### src/sv/etl_pkg.sv
package etl_pkg;

  localparam int NODE_W   = 10;
  localparam int DEPTH_W  = 10;
  localparam int STATUS_W = 2;

  localparam logic CMD_LOAD  = 1'b0;
  localparam logic CMD_QUERY = 1'b1;

  localparam logic [STATUS_W-1:0] STATUS_OK        = 2'd0;
  localparam logic [STATUS_W-1:0] STATUS_NOT_BUILT = 2'd1;
  localparam logic [STATUS_W-1:0] STATUS_NOT_SEEN  = 2'd2;

  typedef struct packed {
    logic               is_query;
    logic               last;
    logic               bad_node;
    logic [NODE_W-1:0]  node;
    logic [DEPTH_W-1:0] depth;
    logic [NODE_W-1:0]  node_b;
  } etl_item_t;

  typedef enum logic [4:0] {
    ST_CLEAR,
    ST_IDLE,
    ST_LD_RD,
    ST_LD_WR,
    ST_BLD_INIT,
    ST_BLD_CHK,
    ST_BLD_RD,
    ST_BLD_DEP,
    ST_BLD_WR,
    ST_Q_FP,
    ST_Q_ORD,
    ST_Q_LOG,
    ST_Q_MT,
    ST_Q_DEP,
    ST_Q_PICK,
    ST_Q_NODE,
    ST_RES
  } etl_state_e;

endpackage

### src/sv/etl_front.sv
module etl_front import etl_pkg::*; #(
  parameter int MAX_NODES = 1024
) (
  input  logic        clk_i,
  input  logic        rst_ni,
  input  logic        in_valid_i,
  output logic        in_ready_o,
  input  logic        in_cmd_i,
  input  logic        in_last_i,
  input  logic [NODE_W-1:0]  in_node_i,
  input  logic [DEPTH_W-1:0] in_depth_i,
  input  logic [NODE_W-1:0]  in_node_b_i,
  output logic        q_valid_o,
  output etl_item_t   q_item_o,
  input  logic        q_pop_i
);

  etl_item_t  entry_q [2];
  etl_item_t  item;
  logic       wr_ptr_q, rd_ptr_q;
  logic [1:0] fill_q;
  logic       push;

  always_comb begin
    item.is_query = (in_cmd_i == CMD_QUERY);
    item.last     = in_last_i;
    item.bad_node = (32'(in_node_i) >= MAX_NODES) || (32'(in_node_b_i) >= MAX_NODES);
    item.node     = in_node_i;
    item.depth    = in_depth_i;
    item.node_b   = in_node_b_i;
  end

  assign in_ready_o = (fill_q != 2'd2);
  assign push       = in_valid_i && in_ready_o;
  assign q_valid_o  = (fill_q != 2'd0);
  assign q_item_o   = entry_q[rd_ptr_q];

  always_ff @(posedge clk_i) begin
    if (push) begin
      entry_q[wr_ptr_q] <= item;
    end
  end

  always_ff @(posedge clk_i or negedge rst_ni) begin
    if (!rst_ni) begin
      wr_ptr_q <= 1'b0;
      rd_ptr_q <= 1'b0;
      fill_q   <= 2'd0;
    end else begin
      if (push) begin
        wr_ptr_q <= ~wr_ptr_q;
      end
      if (q_pop_i) begin
        rd_ptr_q <= ~rd_ptr_q;
      end
      fill_q <= fill_q + 2'(push) - 2'(q_pop_i);
    end
  end

endmodule

### config.mk
export PLATFORM = sky130hd
export DESIGN_NAME = etl_front
export DESIGN_NICKNAME = d
export VERILOG_FILES = /design/src/sv/etl_pkg.sv /design/src/sv/etl_front.sv
export SDC_FILE = /design/constraint.sdc
export NUM_CORES = 1
export LEC_CHECK = 0
export BUFFER_PORTS_ARGS = -buffer_cell sky130_fd_sc_hd__buf_2
export CAP_MARGIN = 20
export CORE_MARGIN = 3
export CORE_UTILIZATION = 50
export CTS_CLUSTER_DIAMETER = 50
export DETAILED_ROUTE_END_ITERATION = 12
export PLACE_DENSITY = 0.76
export SLEW_MARGIN = 20
export SYNTH_ARGS = -nofsm -noshare
export SYNTH_HDL_FRONTEND = slang
export SYNTH_SLANG_ARGS = --single-unit
export TNS_END_PERCENT = 10
### constraint.sdc
create_clock -name clk_i -period 4 [get_ports clk_i]
set_input_delay 0.4 -clock clk_i [delete_from_list [all_inputs] [get_ports clk_i]]
set_output_delay 0.4 -clock clk_i [all_outputs]
set_load 0.02 [all_outputs]
==> metrics, run 1 <==
Comb pwr share=32.0%; nets=between 200 and 250; Post-route DRC=0; RSZ-0062 raised after global routing=no; area grow syn2layout=22.97%; Sw Pwr=0.7769 mW; Max Transition Viols Final=0; starting density of the core=54.01%; CP arrival=roughly 1900 ps; Least-Margin Pin Slew=1017 ps; commonest non-fill, non-tap cell in the layout=buf_2; kind of critical path=reg2out; endpoint class of the critical path=output port; HPWL after detailed placement=2750 um; slew margin rel.=32.21%; crit path cell chain=mux2_1, buf_2; total congestion overflow=0; vias=1279; share of total power in the clock network=between 20% and 30%; clock skew=about 2.8 ps; layout cells sized above 1=58.71%; Clock Latency Late Sink=330 ps; Cell Area, Synth=~2700 sq um; startpoint types=register; Cell variety after synth=18; clock period minus final worst setup slack=2317 ps; drt pass-1 iters=4; Total Routing Usage GR=14.07%; Syn Inst Count=119; area share of fa/ha/maj cells after synthesis=less than 1%; drt via density=4.772; R2R Setup Slk=2090 ps; CP max-delay cell=dfrtp_2; initial antenna violation count=0; DIE WIDTH=78.84 um; total number of yosys warnings=0; first-pass GRT wire length=6361 um; critical path depth=2; Final Wtd Congestion=0.5907; Routed Antenna Nets=0; FMAX=between 400 and 500 MHz; post-synth top area share=72.45%; # fillers=339; most frequent cells in the layout=buf_2 (69), edfxtp_1 (64), mux2_4 (29); Worst Reg-to-Reg Cells=3; number of core rows=25; main combinational cell family by area after synthesis=multiplexers; outcome=finished, final reports clean; Post-Syn Area per Cell=22.29 sq um; vias in the first global route=1385; IO Count=71; Synth Register Bits=68; syn nets=between 150 and 200; Hold Path Depth=1; area fraction in compound gates after synthesis=0.7075%; Synth area leaders=edfxtp_1 (72%), mux2_4 (16%), dfrtp_1 (3.8%), buf_6 (1.7%), mux2_1 (1.3%); Crit path buffers/inverters=1; PwrDens=763.1 nW/um^2; CORE AREA=roughly 4900 sq um; Sw Share=31.21%; H-tree depth=3; DRT Wirelength=between 4000 and 5000 um; HP Class=in2reg; CTS tree=done; mux cell area share after synthesis=17.69%; clk sinks=68; final setup vio count=0; sequential share of power=between 40% and 50%; Cell Int Power=1.712 mW; detailed-route wire length per cell=15.35 um; die height=about 80 um; buffers added on ports=69; Die Area=6215 sq um; number of diodes=0; Fin Setup TNS=0 ps; cell accounting for the most synthesized area=edfxtp_1; delay of the slowest critical-path stage=1040 ps; post-synthesis sequential area ratio=76.23%; Synth Area in Simple Gates=1.462%; Root Driver=clkbuf_8; # Post-CTS Setup Buffers=0; Max clock buf depth=2; Max-Cap Viols=0; CTS Buf Count=9; Max FO, Critical Path=33; pin count of the biggest net entering global routing=34; First DRT Iteration DRCs=35; XOR/XNOR Fraction of Synth Area=under 10%; Final Cycle Share=57.93%; Worst Path Required=3600 ps; final total power=about 2.5 mW; final hold viol count=0; VDD IR max=0.0004419 V; LEAKAGE=1.328 nW; CP delay by family, top=flip-flops; clk slew on worst S/H paths=70 ps
logic make-up after synthesis:
logic type | Yosys count
AO/OA/AOI/OAI | 2
XOR/XNOR | 4
adder cells (fa/ha/maj) | 1
buffers and inverters | 5
flip-flops | 68
multiplexers | 32
other | 1
AND/OR/NAND/NOR | 6
power by group through the flow:
stage | clock (mW) | sequential [mW] | combinational (mW)
after floorplan | 0 | 1.03 | 0.694
final | 0.577 | 1.12 | 0.796
after global placement | 0 | 1.12 | 0.794
after detailed placement | 0 | 1.14 | 0.806
after global routing | 0.619 | 1.14 | 0.848
after CTS | 0.592 | 1.12 | 0.812
metal layers:
metal | vias to the layer above | track usage, % | wire length, um
met1 | 602 | 14.41 | 1535
met2 | 56 | 24.87 | 2172
met4 | 0 | 7.732 | 81
met5 | - | 0 | 0
met3 | 9 | 5.102 | 325
li1 | 612 | - | -
Yosys cell counts:
cell type	instances
mux2_1	3
xnor2_1	3
nand2_1	1
dfrtp_1	4
edfxtp_1	64
nand2b_1	1
and3_1	1
a21bo_1	1
xor2_1	1
or2_2	1
conb_1	1
mux2_4	29
a21oi_2	1
nor3b_2	1
ha_1	1
buf_6	4
buf_4	1
nor2_1	1
worst register-to-register path: stages, from the launching register on:
cell and delay (ps):
dfrtp_1 420, nand2b_1 130, and3_1 670, buf_4 380
area by class of cell:
cell class	count	area, sq um	share of cell area, %
Timing Repair Buffer	71	362.8	11.12
Tap cell	67	83.83	2.570
Sequential cell	68	2023	62.03
Clock buffer	10	127.6	3.913
Multi-Input combinational cell	46	585.6	17.95
Clock inverter	6	78.83	2.417
flip-flops by register name (all words and copies together) (netlist names):
register,flops
fill_q,2
entry_q,64
rd_ptr_q,1
wr_ptr_q,1
final timing paths:
path                               from              to
max                            rd_ptr_q    q_item_o[32]
min                        in_node_i[7]  entry_q[1][27]
max reg2reg                   fill_q[1]   entry_q[1][7]
min reg2reg                    wr_ptr_q        wr_ptr_q
max in group asynchronous        rst_ni        rd_ptr_q
min in group asynchronous        rst_ni       fill_q[1]
metrics by stage:
stage | instance area, sq um | instances | util [%] | worst slack (ps) | hold slack (ps)
4_1_cts | 3262 | 268 | 66.42 | 1631 | 241.4
2_1_floorplan | 2653 | 119 | - | 1427 | 104.4
3_3_place_gp | 3045 | 251 | 62.01 | 2024 | 207.7
6_report | 3262 | 268 | 66.42 | 1683 | 254.8
3_5_place_dp | 3045 | 251 | 62.01 | 1997 | 211.8
5_1_grt | 3262 | 268 | 66.42 | 1559 | 239.0
repair_timing:
action                    in CTS  in global routing
hold buffers                   1                  0
hold endpoints to repair       4                  0
gates resized for setup        0                  0
No activity file was read; power rests on OpenSTA's default activity.
==> inputs of run 2 (changes only) <==
clock period = 2.3 ns   (was 4 ns; I/O delays follow)
==> run 2 against run 1 <==
Largest cell class unchanged. Via count is 2.3% higher. Register-to-register slack worse by 1400 ps. Clock power up 33%. Sequential cell count did not move. Hold slack worse by 160 ps. Critical path depth is 1 higher.
==> metrics, run 2 (synthesis gave the netlist of run 1 again) <==
area grow syn2layout=21.93%; nets=235 (+0.86%); initial antenna violation count=0 (unchanged); CTS tree=done; number of diodes=0 (unchanged); Root Driver=clkbuf_8; final worst slack=592.5 ps (-1090 ps); outcome=finished, final reports clean; Total Routing Usage GR=15.23% (+1.2 points); number of core rows=25 (unchanged); CP arrival=1480 ps (-440 ps); total congestion overflow=0 (unchanged); clock period minus final worst setup slack=around 1700 ps; most frequent cells in the layout=buf_2 (69), edfxtp_1 (64), mux2_4 (29); Biggest register=entry_q; CORE AREA=4911 sq um (unchanged); crit path cell chain=buf_12, mux2_1, buf_2; Sw Pwr=1.357 mW (+75%); clock skew=3.576 ps (+0.8002 ps); FMAX=585.6 MHz; DRT Wirelength=4284 um (+4.1%); Max FO, Critical Path=33 (unchanged); R2R Setup Slk=690 ps (-1400 ps); die height=78.84 um (unchanged); Hold Path Depth=1 (unchanged); Worst Path Required=2070 ps (-1530 ps); post-route insts no fill=270 (+0.75%); post-CTS sizing=0 (unchanged); Fin Setup TNS=0 ps (unchanged); Max clock buf depth=2 (unchanged); Worst Reg-to-Reg Cells=4 (+1); Max Transition Viols Final=0 (unchanged); Die Area=6215 sq um (unchanged); first-pass GRT wire length=6934 um (+9.0%); Final Util=65.86% (-0.56 points); vias=1308 (+2.3%); Comb pwr share=38.0% (+6.0 points); Max-Cap Viols=0 (unchanged); DIE WIDTH=78.84 um (unchanged); # fillers=360 (+6.2%); Final Wtd Congestion=0.6768 (+15%); Cell Int Power=2.782 mW (+62%); delay of the slowest critical-path stage=380 ps (-660 ps); drt pass-1 iters=4 (unchanged); worst hold path endpoint=entry_q[1][22]; Final Cycle Share=74.24%; vias in the first global route=1430 (+3.2%); hold_sp=in_node_i[2]; buffers added on ports=69 (unchanged); final instance area=3234 sq um (-0.84%); beginning of the critical path=rd_ptr_q; clk sinks=68 (unchanged); IO Count=71 (unchanged); startpoint types=register; VDD IR max=0.0009015 V (+100%); Routed Antenna Nets=0 (unchanged); layout cells sized above 1=57.14% (-1.6 points); CTS Buf Count=9 (unchanged); largest registers=entry_q (64), fill_q (2); Post-route DRC=0 (unchanged); commonest non-fill, non-tap cell in the layout=buf_2; CP delay by family, top=buffers and inverters; Sw Share=32.79% (+1.6 points); Crit path buffers/inverters=2 (+1); drt via density=4.844 (+1.5%); H-tree depth=3 (unchanged); RSZ-0062 raised after global routing=no; dpl ws=692.2 ps (-1305 ps); pin count of the biggest net entering global routing=34 (unchanged); HP Class=in2reg; placed cells=253 (+0.80%); final hold viol count=0 (unchanged); Clock Latency Late Sink=320 ps (about the same); DP Area=3073 sq um (+0.90%); endpoint class of the critical path=output port; final setup vio count=0 (unchanged); First DRT Iteration DRCs=80 (+130%); starting density of the core=54.01% (unchanged); kind of critical path=reg2out; PwrDens=1280 nW/um^2 (+68%); max reg flops=64 (unchanged); LEAKAGE=1.312 nW (-1.2%); clk slew on worst S/H paths=70 ps (about the same); HPWL after detailed placement=2900 um (+5.5%); detailed-route wire length per cell=15.87 um (+3.3%); critical register-to-register path startpoint=fill_q[1]; share of total power in the clock network=18.5% (-4.7 points); Crit Reg-Reg Endpoint=entry_q[0][9]; CP max-delay cell=dfrtp_2; sequential share of power=43.5% (-1.4 points)
## run 2: area by class of cell
class	instances	area, sq um	share of cell area [%]
Tap cell	67	83.83	2.592
Timing Repair Buffer	73	390.4	12.07
Sequential cell	68	2023	62.55
Multi-Input combinational cell	46	585.6	18.10
Clock inverter	4	16.27	0.5029
Clock buffer	12	135.1	4.178
## run 2: worst max-delay path by stage
stage,slack [ps],depth (start not counted),end
6_report,590,3,q_item_o[1]
5_1_grt,510,3,q_item_o[1]
4_1_cts,550,3,q_item_o[1]
3_5_place_dp,690,4,entry_q[0][13]
3_3_place_gp,840,4,entry_q[0][13]
2_1_floorplan,250,3,entry_q[0][0]
## run 2: what timing repair did
item | CTS | global route
endpoints found under the hold margin | 4 | 0
hold buffers | 1 | 0
setup buffers | 0 | 0
## run 2: metal layers
| layer | up-vias | wire length (um) | global-route usage, % | part of all wire [%] |
|---|---|---|---|---|
| li1 | 614 | - | - | - |
| met1 | 644 | 1647 | 16.89 | 38 |
| met2 | 46 | 2321 | 26.32 | 54 |
| met3 | 4 | 279 | 6.689 | 6.5 |
| met4 | 0 | 35 | 4.983 | 0.82 |
| met5 | - | 0 | 0 | 0 |
## run 2: stage by stage
| step | hold WS, ps | power (mW) |
|---|---|---|
| floorplan | -65.59 | 3.003 |
| global placement | 36.04 | 3.357 |
| detailed placement | 42.03 | 3.424 |
| CTS | 81.45 | 4.197 |
| global route | 73.17 | 4.354 |
| finish | 97.93 | 4.139 |
## run 2: worst register-to-register path: cells and delay by family (launching register included)
kind,cells,cell delay (ps)
DFF,1,430
and+or+nand+nor,3,420
buffers and inverters,1,390
## run 2: power groups by stage
stage	registers, mW	clock network (mW)	logic [mW]
6_report	1.80	0.767	1.57
5_1_grt	1.83	0.851	1.67
4_1_cts	1.80	0.791	1.60
3_5_place_dp	1.83	0	1.59
3_3_place_gp	1.80	0	1.55
2_1_floorplan	1.79	0	1.21
